File: src/sv/smx_pkg.sv
// Shared types, constants and helper functions of the spin speed mixer.
package smx_pkg;

  // Action codes carried on the input side
  localparam logic [1:0] ACT_APPLY   = 2'd0;
  localparam logic [1:0] ACT_PREVIEW = 2'd1;
  localparam logic [1:0] ACT_CLEAR   = 2'd2;

  localparam int NUM_WHEELS = 3;
  localparam int SPEED_W    = 9;
  localparam int POWER_W    = 8;
  localparam int ANGLE_W    = 10;
  localparam int INTEN_W    = 10;
  localparam int K_W        = 17;   // 32768 - cos, 0..65536
  localparam int PROD_W     = 40;   // shared multiplier result
  localparam int MAG_W      = 19;   // |2*num + den| >> 17

  // 255 * 65536: the full-scale numerator term
  localparam logic signed [28:0] DEN_EXACT   = 29'sd16711680;
  localparam logic [MAG_W-1:0]   CLAMP_LIMIT = 19'd65025;  // 255 * 255

  // round(32768 * cos(d deg)), d = 0..90
  localparam logic [15:0] COS_Q15 [0:90] = '{
    16'd32768, 16'd32763, 16'd32748, 16'd32723, 16'd32688, 16'd32643, 16'd32588,
    16'd32524, 16'd32449, 16'd32365, 16'd32270, 16'd32166, 16'd32052, 16'd31928,
    16'd31795, 16'd31651, 16'd31499, 16'd31336, 16'd31164, 16'd30983, 16'd30792,
    16'd30592, 16'd30382, 16'd30163, 16'd29935, 16'd29698, 16'd29452, 16'd29197,
    16'd28932, 16'd28660, 16'd28378, 16'd28088, 16'd27789, 16'd27482, 16'd27166,
    16'd26842, 16'd26510, 16'd26170, 16'd25822, 16'd25466, 16'd25102, 16'd24730,
    16'd24351, 16'd23965, 16'd23571, 16'd23170, 16'd22763, 16'd22348, 16'd21926,
    16'd21498, 16'd21063, 16'd20622, 16'd20174, 16'd19720, 16'd19261, 16'd18795,
    16'd18324, 16'd17847, 16'd17364, 16'd16877, 16'd16384, 16'd15886, 16'd15384,
    16'd14876, 16'd14365, 16'd13848, 16'd13328, 16'd12803, 16'd12275, 16'd11743,
    16'd11207, 16'd10668, 16'd10126, 16'd9580,  16'd9032,  16'd8481,  16'd7927,
    16'd7371,  16'd6813,  16'd6252,  16'd5690,  16'd5126,  16'd4560,  16'd3993,
    16'd3425,  16'd2856,  16'd2286,  16'd1715,  16'd1144,  16'd572,   16'd0
  };

  // Commands from the controller to the datapath
  typedef struct packed {
    logic       load;       // capture the accepted beat
    logic       cos;        // look up 1 - alignment for cos_wheel
    logic       mul1;       // intensity * k
    logic       mul2;       // power * (den - intensity * k)
    logic       fin;        // round offset, sign and magnitude
    logic       div;        // divide by 255, clamp, store wheel speed
    logic       store;      // update cache and output register
    logic [1:0] wheel;
    logic [1:0] cos_wheel;
  } smx_cmd_t;

  function automatic logic [9:0] wheel_deg(input logic [1:0] w);
    logic [9:0] d;
    case (w)
      2'd1:    d = 10'd120;
      2'd2:    d = 10'd240;
      default: d = 10'd0;
    endcase
    return d;
  endfunction

  // 32768 - cos(wheel - angle) in Q15, angle already reduced to 0..359
  function automatic logic [K_W-1:0] spin_k(input logic [8:0] ang, input logic [1:0] w);
    logic [9:0]  d;
    logic [6:0]  idx;
    logic        neg;
    logic [15:0] m;
    d = wheel_deg(w) + 10'd360 - {1'b0, ang};
    if (d >= 10'd360) d = d - 10'd360;
    if (d <= 10'd90) begin
      idx = d[6:0];
      neg = 1'b0;
    end else if (d <= 10'd180) begin
      idx = 7'(10'd180 - d);
      neg = 1'b1;
    end else if (d <= 10'd270) begin
      idx = 7'(d - 10'd180);
      neg = 1'b1;
    end else begin
      idx = 7'(10'd360 - d);
      neg = 1'b0;
    end
    m = COS_Q15[idx];
    return neg ? (17'd32768 + {1'b0, m}) : (17'd32768 - {1'b0, m});
  endfunction

endpackage

File: src/sv/three_wheel_spin_speed_mixer.sv
// Top level of the three-wheel spin speed mixer.
//
// Usage:
//   Input beats carry a power, a spin angle in degrees (-1 for none) and a
//   spin intensity (255 = full spin, above 255 drives wheels in reverse);
//   in_tuser selects apply (update the speed cache), preview or clear cache.
//   Every input beat yields exactly one output beat with three signed wheel
//   speeds (wheels at 0, 120 and 240 degrees) and three write flags that
//   mark wheels whose drive changed since the last apply.
// Sequence:
//   One beat is worked at a time. The three wheels go one after another
//   through a single shared multiplier in the MUL1, MUL2, FIN and DIV steps
//   each, after a lookup step (S_COS) for the first wheel (later lookups
//   overlap DIV); the next beat is accepted once the result is stored.
// Reset and stall:
//   Reset empties the output register and invalidates the speed cache.
//   A finished result holds in the output register while out_tready is low;
//   the next beat is accepted and worked meanwhile and then waits until the
//   register drains.
module three_wheel_spin_speed_mixer (
  input  logic        clk,
  input  logic        rst_n,
  input  logic        in_tvalid,
  output logic        in_tready,
  input  logic [31:0] in_tdata,   // power[7:0], spin_angle[17:8], spin_intensity[27:18]
  input  logic [1:0]  in_tuser,   // action[1:0]
  output logic        out_tvalid,
  input  logic        out_tready,
  output logic [31:0] out_tdata   // wheel_speed_a[8:0], wheel_speed_b[17:9],
                                  // wheel_speed_c[26:18], write_a[27], write_b[28],
                                  // write_c[29]
);
  import smx_pkg::*;

  smx_cmd_t                  cmd;
  logic signed [SPEED_W-1:0] wheel_speed [NUM_WHEELS];
  logic [NUM_WHEELS-1:0]     write_flag;

  // sequence the per-wheel steps and own the output handshake
  smx_ctrl u_ctrl (
    .clk        (clk),
    .rst_n      (rst_n),
    .in_tvalid  (in_tvalid),
    .in_tready  (in_tready),
    .out_tvalid (out_tvalid),
    .out_tready (out_tready),
    .cmd        (cmd)
  );

  // arithmetic, speed cache and result register
  smx_dp u_dp (
    .clk            (clk),
    .rst_n          (rst_n),
    .cmd            (cmd),
    .action         (in_tuser),
    .power          (in_tdata[7:0]),
    .spin_angle     ($signed(in_tdata[17:8])),
    .spin_intensity (in_tdata[27:18]),
    .wheel_speed    (wheel_speed),
    .write_flag     (write_flag)
  );

  // pack the result beat, lowest field first
  assign out_tdata = {2'b0, write_flag, wheel_speed[2], wheel_speed[1], wheel_speed[0]};

endmodule

File: src/sv/smx_ctrl.sv
// Sequencing state machine of the spin speed mixer.
module smx_ctrl (
  input  logic             clk,
  input  logic             rst_n,
  input  logic             in_tvalid,
  output logic             in_tready,
  output logic             out_tvalid,
  input  logic             out_tready,
  output smx_pkg::smx_cmd_t cmd
);
  import smx_pkg::*;

  typedef enum logic [2:0] {
    S_IDLE, S_COS, S_MUL1, S_MUL2, S_FIN, S_DIV, S_HOLD
  } state_t;

  state_t     state_r, state_nxt;
  logic [1:0] wheel_r, wheel_nxt;
  logic       out_valid_r, out_valid_nxt;
  logic       out_free;

  assign in_tready  = (state_r == S_IDLE);
  assign out_tvalid = out_valid_r;
  assign out_free   = !out_valid_r || out_tready;

  always_comb begin
    state_nxt     = state_r;
    wheel_nxt     = wheel_r;
    out_valid_nxt = out_valid_r;
    cmd           = '0;
    cmd.wheel     = wheel_r;
    cmd.cos_wheel = wheel_r;
    if (out_valid_r && out_tready) out_valid_nxt = 1'b0;
    unique case (state_r)
      S_IDLE: begin
        if (in_tvalid) begin
          cmd.load  = 1'b1;
          wheel_nxt = 2'd0;
          state_nxt = S_COS;
        end
      end
      S_COS: begin
        cmd.cos   = 1'b1;
        state_nxt = S_MUL1;
      end
      S_MUL1: begin
        cmd.mul1  = 1'b1;
        state_nxt = S_MUL2;
      end
      S_MUL2: begin
        cmd.mul2  = 1'b1;
        state_nxt = S_FIN;
      end
      S_FIN: begin
        cmd.fin   = 1'b1;
        state_nxt = S_DIV;
      end
      S_DIV: begin
        cmd.div = 1'b1;
        if (wheel_r == 2'(NUM_WHEELS - 1)) begin
          state_nxt = S_HOLD;
        end else begin
          // overlap the next wheel's table lookup with this division
          cmd.cos       = 1'b1;
          cmd.cos_wheel = wheel_r + 2'd1;
          wheel_nxt     = wheel_r + 2'd1;
          state_nxt     = S_MUL1;
        end
      end
      S_HOLD: begin
        if (out_free) begin
          cmd.store     = 1'b1;
          out_valid_nxt = 1'b1;
          state_nxt     = S_IDLE;
        end
      end
      default: state_nxt = S_IDLE;
    endcase
  end

  always_ff @(posedge clk) begin
    if (!rst_n) begin
      state_r     <= S_IDLE;
      wheel_r     <= 2'd0;
      out_valid_r <= 1'b0;
    end else begin
      state_r     <= state_nxt;
      wheel_r     <= wheel_nxt;
      out_valid_r <= out_valid_nxt;
    end
  end

endmodule

File: src/sv/smx_dp.sv
// Datapath of the spin speed mixer: shared multiplier, rounding, cache, result register.
module smx_dp (
  input  logic                                 clk,
  input  logic                                 rst_n,
  input  smx_pkg::smx_cmd_t                    cmd,
  input  logic [1:0]                           action,
  input  logic [smx_pkg::POWER_W-1:0]          power,
  input  logic signed [smx_pkg::ANGLE_W-1:0]   spin_angle,
  input  logic [smx_pkg::INTEN_W-1:0]          spin_intensity,
  output logic signed [smx_pkg::SPEED_W-1:0]   wheel_speed [smx_pkg::NUM_WHEELS],
  output logic [smx_pkg::NUM_WHEELS-1:0]       write_flag
);
  import smx_pkg::*;

  logic [1:0]                action_r;
  logic [POWER_W-1:0]        power_r;
  logic [INTEN_W-1:0]        inten_r;
  logic [8:0]                ang_r;
  logic                      bypass_r;
  logic [K_W-1:0]            k_r;
  logic signed [PROD_W-1:0]  prod_r;
  logic [MAG_W-1:0]          mag_r;
  logic                      sign_r;
  logic signed [SPEED_W-1:0] sp_r    [NUM_WHEELS];
  logic signed [SPEED_W-1:0] cache_r [NUM_WHEELS];
  logic [NUM_WHEELS-1:0]     valid_r;
  logic signed [SPEED_W-1:0] out_sp_r [NUM_WHEELS];
  logic [NUM_WHEELS-1:0]     out_wr_r;

  logic [8:0]                ang_in;
  logic signed [28:0]        op_a;
  logic signed [10:0]        op_b;
  logic signed [PROD_W-1:0]  mul_res;
  logic signed [37:0]        rnd_x;
  logic [37:0]               rnd_abs;
  logic [16:0]               div_sum;
  logic [7:0]                quo;
  logic signed [SPEED_W-1:0] div_sp;
  logic signed [SPEED_W-1:0] new_sp [NUM_WHEELS];

  // reduce the angle to one turn
  assign ang_in = (spin_angle[8:0] >= 9'd360) ? (spin_angle[8:0] - 9'd360) : spin_angle[8:0];

  // one multiplier serves both products of a wheel
  always_comb begin
    if (cmd.mul1) begin
      op_a = $signed({12'b0, k_r});
      op_b = $signed({1'b0, inten_r});
    end else begin
      op_a = DEN_EXACT - prod_r[28:0];
      op_b = $signed({3'b0, power_r});
    end
  end
  assign mul_res = PROD_W'(op_a) * PROD_W'(op_b);

  // 2*num + den, then sign and magnitude for truncation toward zero
  assign rnd_x   = {prod_r[36:0], 1'b0} + 38'(DEN_EXACT);
  assign rnd_abs = rnd_x[37] ? 38'(-rnd_x) : 38'(rnd_x);

  // divide by 255, exact for quotients below 255
  assign div_sum = {1'b0, mag_r[15:0]} + {9'b0, mag_r[15:8]} + 17'd1;
  assign quo     = (mag_r >= CLAMP_LIMIT) ? 8'd255 : div_sum[15:8];
  assign div_sp  = sign_r ? -$signed({1'b0, quo}) : $signed({1'b0, quo});

  always_comb begin
    for (int i = 0; i < NUM_WHEELS; i++) begin
      new_sp[i] = bypass_r ? $signed({1'b0, power_r}) : sp_r[i];
    end
  end

  always_ff @(posedge clk) begin
    if (cmd.load) begin
      action_r <= action;
      power_r  <= power;
      inten_r  <= spin_intensity;
      ang_r    <= ang_in;
      bypass_r <= spin_angle[9] || (spin_intensity == '0);
    end
    if (cmd.cos) k_r <= spin_k(ang_r, cmd.cos_wheel);
    if (cmd.mul1 || cmd.mul2) prod_r <= mul_res;
    if (cmd.fin) begin
      mag_r  <= rnd_abs[35:17];
      sign_r <= rnd_x[37];
    end
    if (cmd.div) sp_r[cmd.wheel] <= div_sp;
    if (cmd.store) begin
      for (int i = 0; i < NUM_WHEELS; i++) begin
        if (action_r == ACT_CLEAR) begin
          out_sp_r[i] <= '0;
          out_wr_r[i] <= 1'b0;
        end else begin
          out_sp_r[i] <= new_sp[i];
          out_wr_r[i] <= (action_r == ACT_APPLY) &&
                         (!valid_r[i] || (cache_r[i] != new_sp[i]));
          if (action_r == ACT_APPLY) cache_r[i] <= new_sp[i];
        end
      end
    end
  end

  // cache valid bits
  always_ff @(posedge clk) begin
    if (!rst_n) begin
      valid_r <= '0;
    end else if (cmd.store) begin
      if (action_r == ACT_CLEAR) valid_r <= '0;
      else if (action_r == ACT_APPLY) valid_r <= '1;
    end
  end

  assign wheel_speed = out_sp_r;
  assign write_flag  = out_wr_r;

endmodule

File: config.mk
export PLATFORM = sky130hd
export DESIGN_NAME = three_wheel_spin_speed_mixer
export DESIGN_NICKNAME = d
export VERILOG_FILES = /design/src/sv/smx_pkg.sv /design/src/sv/three_wheel_spin_speed_mixer.sv /design/src/sv/smx_ctrl.sv /design/src/sv/smx_dp.sv
export SDC_FILE = /design/constraint.sdc
export NUM_CORES = 1
export LEC_CHECK = 0
export BUFFER_PORTS_ARGS = -buffer_cell sky130_fd_sc_hd__buf_2
export CORE_MARGIN = 3
export CORE_UTILIZATION = 61
export CTS_BUF_LIST = sky130_fd_sc_hd__clkbuf_4 sky130_fd_sc_hd__clkbuf_8 sky130_fd_sc_hd__clkbuf_16
export DETAILED_ROUTE_END_ITERATION = 16
export GPL_TIMING_DRIVEN = 1
export HOLD_SLACK_MARGIN = 0.05
export PLACE_DENSITY = 0.78
export SLEW_MARGIN = 25
export SYNTH_ARGS = -nofsm -noshare
export SYNTH_HDL_FRONTEND = slang
export SYNTH_SLANG_ARGS = --single-unit
File: constraint.sdc
create_clock -name clk -period 10.6 [get_ports clk]
set_clock_uncertainty 0.15 [all_clocks]
set_input_delay 3.18 -clock clk [delete_from_list [all_inputs] [get_ports clk]]
set_output_delay 3.18 -clock clk [all_outputs]
set_load 0.05 [all_outputs]
# Word level (Yosys, flattened, before mapping)
# Memories as Yosys holds them, arrays and structs flattened.
# Index checks and enable logic that the tools add are counted.
# classes
addsub	16
multipliers	1
order_cmp	7
n_eq_ne	15
n_mux	53
n_bitwise	1
reduce_logical	22
# ops
operator	n
2-to-1 mux 9 bit	5
2-to-1 mux 10 bit	4
adder 38 x 24 -> 38 bit, second input constant	1
multiplier 29 x 11 -> 37 bit	1
2-to-1 mux 36 bit	1
negation 36 bit	1
2-to-1 mux 16 bit	2
2-to-1 mux 29 bit	1
subtractor 24 x 29 -> 29 bit, first input constant	1
2-to-1 mux 7 bit	4
inequality test 9 bit	3
2-to-1 mux 1 bit	22
case mux 3 bit (7 select lines)	1
>= comparator 19 x 16 -> 1 bit, second input constant	1
adder 16 x 16 -> 17 bit, first input constant	1
2-to-1 mux 17 bit	1
subtractor 16 x 16 -> 17 bit, first input constant	1
adder 16 x 1 -> 16 bit, second input constant	1
adder 16 x 8 -> 16 bit	1
case mux 8 bit (2 select lines)	1
2-to-1 mux 3 bit	5
adder 10 x 9 -> 10 bit, second input constant	1
>= comparator 10 x 9 -> 1 bit, second input constant	1
<= comparator 10 x 7 -> 1 bit, second input constant	1
other kinds (32)	53
# word_totals
reg_bits	143
ramBits	54
mem_bits_ro	2048
word_cells	135
n_memories	3
# mem_list
name	words	word_bits	rd	rd_ports_with_merged_regs	wr	line_no	source
(name not given)	128	16	1	0	0	smx_pkg.sv:83	m = COS_Q15[idx];
u_dp.cache_r	3	9	3	0	3	smx_dp.sv:25	logic signed [SPEED_W-1:0] cache_r [NUM_WHEELS];
u_dp.sp_r	3	9	3	0	1	smx_dp.sv:24	logic signed [SPEED_W-1:0] sp_r [NUM_WHEELS];

# Longest topological paths before layout
# logic_depth
word_depth	22
mapped_depth	38
depth_no_buf	34

# By module
# A second synthesis with hierarchy kept.
# hier_totals
hier_cells	2418
hier_area_um2	22464.0
# modules_own_cells
mod	n_inst	cells_each	area_per_inst_um2
smx_dp	1	2369	22052.4
smx_ctrl	1	46	392.9
three_wheel_spin_speed_mixer	1	3	18.8

# Worst setup path before layout
# Ideal clock, no wire load.
# synth_path
path_kind	flip-flop to flip-flop
from	register u_ctrl.state_r[0]
to	register u_dp.k_r[10] (data pin)
setup_time_ns	0.270
t_arrival_ns	7.583
path_slack_ns	2.598
path_stages_with_launch	37
path_buffers	4
synth_period_minus_slack_ns	8.002
path_cell_list	dfxtp_1 -> clkbuf_1 -> nor2b_1 -> and2_1 -> nand2_1 -> and2_1 -> ha_1 -> inv_1 -> ha_1 -> ha_1 -> and4b_1 -> a211oi_4 -> o221ai_1 -> clkbuf_1 -> nor3_1 -> o22a_1 -> ha_1 -> nand2_1 -> nor2_1 -> a221oi_1 -> and4_1 -> a21oi_2 -> o2111ai_1 -> xnor2_2 -> inv_2 -> ha_1 -> inv_1 -> clkbuf_1 -> mux2i_1 -> a22oi_1 -> nor2_1 -> or3_1 -> a311o_1 -> or2_1 -> buf_2 -> o41ai_2 -> xor2_1
# synth_between
elab_chain_len	21
elab_cells_between_ends	33
cone_classes	add/sub (8); order compare (4); eq/ne (3); mux (16); bitwise (1); memory (1)
# synth_lines
item	line_no	source
start, declared	smx_ctrl.sv:17	state_t state_r, state_nxt;
start signal, assigned	smx_ctrl.sv:87	state_r <= state_nxt;
== test 3 bit *	smx_ctrl.sv:34	unique case (state_r)
2-to-1 mux 2 bit *	smx_ctrl.sv:34	
== test 2 bit / == test 2 x 1 -> 1 bit (equally long branches)	smx_pkg.sv:54	case (w)
case mux 8 bit (2 select lines) *	smx_pkg.sv:54	
2-to-1 mux 10 bit *	smx_dp.sv:79	if (cmd.cos) k_r <= spin_k(ang_r, cmd.cos_wheel);
adder 10 x 9 -> 10 bit *	smx_pkg.sv:68	d = wheel_deg(w) + 10'd360 - {1'b0, ang};
subtractor 10 x 9 -> 10 bit *	smx_pkg.sv:68	
subtractor 10 x 9 -> 10 bit / >= comparator 10 x 9 -> 1 bit (equally long branches)	smx_pkg.sv:69	if (d >= 10'd360) d = d - 10'd360;
[... 4 more ...]	n/a	
2-to-1 mux 7 bit	smx_pkg.sv:73	end else if (d <= 10'd180) begin
2-to-1 mux 7 bit	smx_pkg.sv:70	if (d <= 10'd90) begin
2-to-1 mux 7 bit	smx_dp.sv:79	
inverter 7 -> 8 bit (implied by the code)	smx_pkg.sv:83	
memory read (128 x 16 bit)	n/a	
2-to-1 mux 16 bit (implied by the code) (2 in a row)	smx_pkg.sv:83	
subtractor 16 x 16 -> 17 bit / adder 16 x 16 -> 17 bit (equally long branches)	smx_pkg.sv:84	return neg ? (17'd32768 + {1'b0, m}) : (17'd32768 - {1'b0, m});
2-to-1 mux 17 bit *	smx_pkg.sv:84	
end signal, assigned	smx_dp.sv:79	
end, declared	smx_dp.sv:20	logic [K_W-1:0] k_r;
# Mark *: on every way between the ends. The rest lies on a longest branch, timed or not. The select of a mux whose other input is x is not followed.
# A chain may end at the register's enable or synchronous reset.

# Final worst setup path
# layout_path
from	register u_ctrl.state_r[0]
to	register u_dp.k_r[5] (data pin)
# Same word-level chain as after synthesis.

==> flow_metrics.py <==
metrics = {
    "place": {
        "post-dp-hpwl_um": 45250,
        "place_ws_ns": 1.205,
        "portBuffers": 65,
        "place_congestion": 0.9267,
    },
    "run": {
        "drv_cap": 0,
    },
    "synthesis": {
        "async_flop_share_pct": 0,
        "yosysTopAreaCell": "edfxtp_1",
        "synthDistinctLibCells": 109,
        "syn_avg_cell_area_um2": 9.333,
        "synth_edf_count": 188,
        "synth_common_cells": "inv_1, nand2_1, fa_1",
        "yosys_warnings": 0,
        "yosysMostFrequentCell": "inv_1",
        "synth_cells": 2407,
        "ys_ff_latch": 195,
        "synth_top_area_share_pct": 25.13,
        "netlist_area_mm2": 0.02247,
        "synth_flop_cell": "edfxtp_1",
        "synth.area.top_cells": "edfxtp_1, fa_1, ha_1, inv_1, nand2_1",
        "ys_seq_area_share_pct": 25.75,
    },
    "drt": {
        "vias": 17920,
        "drtIter0Drc": 1383,
        "wl_per_cell_um": 20.12,
        "antenna_left": 0,
        "drc_errors": 0,
        "dr.pass1.iters": 5,
        "vias_per_cell": 6.168,
        "wl_um": 58480,
    },
    "grt": {
        "grt_max_degree": 76,
        "overflow": 0,
        "grt_pass1_vias": 18480,
        "grt_antenna_before_repair": 0,
        "grt_pass1_wl_um": 95180,
        "track_usage_pct": 30.48,
    },
    "timing": {
        "finalWorstSetupSlack_ns": 0.9074,
        "rsz0062_at_grt": "no",
        "worst_slew_pin_slew_ns": 1.072,
        "finalSetupViolCount": 0,
        "finalHoldViolCount": 0,
        "fmax_mhz": 103.2,
        "min_period_over_period_pct": 91.44,
        "slew_viol_final": 0,
        "relSlewSlack_pct": 28.49,
        "fin_crit_ns": 9.693,
        "finalSetupTns_ns": 0,
    },
    "floorplanning": {
        "num_rows": 69,
        "fp.dieH_um": 197.9,
        "die_w_um": 197.9,
        "start_util_pct": 62.55,
        "core_mm2": 0.03591,
        "dieArea_mm2": 0.03917,
        "ios": 72,
    },
    "clocking": {
        "cts_buffers": 17,
        "cts_setup_buffers": 0,
        "hold_buffers": 0,
        "clock_latency_ns": 0.45,
        "clockRootBuffer": "clkbuf_16",
        "cts_sinks": 195,
        "path_clk_slew_ns": 0.08,
        "htree_levels": 4,
        "clockBufferDepth": 2,
        "cts_tree": "built",
        "ctsResizeCount": 0,
    },
    "critical_path": {
        "crit_type": "register to register",
        "worstPathArrival_ns": 9.73,
        "critical_path.max_stage_delay_ns": 0.86,
        "endpoint": "u_dp.k_r[5]",
        "required_ns": 10.64,
        "ff2ff_setup_slack_ns": 0.91,
        "crit_start": "u_ctrl.state_r[0]",
        "slowest_stage": "o21ai_2",
        "crit_path_end_kind": "register",
        "worstSetupStartpointType": "register",
        "crit_top_cell": "ha_1",
        "rr_startpoint": "u_ctrl.state_r[0]",
        "cp_max_fo": 40,
        "reg2reg_depth": 30,
        "rr_endpoint": "u_dp.k_r[5]",
    },
    "final_layout": {
        "final_core_util_pct": 66.45,
        "drive_gt1_share_pct": 7.935,
        "diodes": 0,
        "syn_to_final_growth_pct": 6.238,
        "fillers": 2809,
        "nets": 2842,
    },
    "outcome": {
        "status": "finished, final reports clean",
    },
    "min_path": {
        "min_path_type": "register to register",
    },
}
==> registers in the layout, summed over array words and instances, names as in the netlist, 2 cells and up <==
name / count
u_dp.k_r: 17
u_dp.wheel_speed: 27
u_dp.sp_r: 27
u_dp.ang_r: 9
u_dp.cache_r: 27
u_dp.prod_r: 37
u_dp.power_r: 8
u_dp.action_r: 2
u_ctrl.wheel_r: 2
u_ctrl.state_r: 3
u_dp.mag_r: 19
u_dp.write_flag: 3
u_dp.inten_r: 10
==> cells by family (layout without fill, tap and decap cells) <==
family          Yosys count  count (layout)  share of synthesized area (%)
compound gates          399             399                          12.68
xor+xnor                161             161                          6.310
fa+ha+maj               372             372                          28.57
buf+inv                 420             436                          7.569
flops                   195             195                          25.75
mux                      43              43                          1.938
other cells               1              23                        0.01669
simple gates            816             816                          17.17
==> routing by layer <==
metal	GRT usage, %	vias to the layer above	wire [µm]
met3	4.169	208	3661
met4	14.76	0	3114
met5	0	-	0
met1	37.39	8760	22970
li1	-	8178	-
met2	53.32	778	28730
==> worst min-delay path by stage <==
stage,startpoint,endpoint,depth (start not counted)
floorplan,u_ctrl.wheel_r[1],u_ctrl.wheel_r[1],2
detailed placement,u_ctrl.wheel_r[1],u_ctrl.wheel_r[1],2
global route,u_ctrl.wheel_r[1],u_ctrl.wheel_r[1],2
finish,u_ctrl.wheel_r[1],u_ctrl.wheel_r[1],2
global placement,u_ctrl.wheel_r[1],u_ctrl.wheel_r[1],2
CTS,u_ctrl.wheel_r[1],u_ctrl.wheel_r[1],2
==> worst max-delay path: cells and delay by family (launching register included) <==
kind | cells | cell delay, ns
flip-flops | 1 | 0.49
XOR/XNOR | 2 | 0.92
multiplexers | 1 | 0.17
adder cells (fa/ha/maj) | 4 | 1.26
buffers and inverters | 2 | 0.52
AND/OR/NAND/NOR | 12 | 3.27
AO/OA/AOI/OAI | 9 | 2.60
==> layout make-up <==
cell class              count  area (µm²)  area share, %
clock buffers              17       425.4          1.782
clock inverters            15       200.2         0.8388
inverters                 308        1159          4.855
multi-input cells        1814       15140          63.44
flip-flops and latches    195        5786          24.24
well taps                 461       576.8          2.417
repair buffers             96       578.1          2.422
==> stage by stage <==
stage	instances	hold WS (ns)	area [µm²]
floorplan	2429	0.3275	22550
global placement	2873	0.3413	23190
detailed placement	2873	0.3585	23200
CTS	2905	0.3710	23830
global route	2906	0.4096	23870
finish	2906	0.3738	23870
==> layout by cell type (no fill, tap or decap), types with 26 or more instances in the layout <==
cell type  count
edfxtp_1     188
nand2_1      262
xnor2_1      111
nor2_1       232
o211ai_1      26
inv_1        303
ha_1         137
fa_1         235
buf_2         65
mux2i_1       37
buf_4         30
a21oi_1       86
and3_1        61
xor2_1        47
nor3_1        48
nand3_1       41
o21ai_0       68
Power is left out: the tool's default activity adds up to more than one toggle a clock period on the data nets, which glitch-free logic cannot reach.
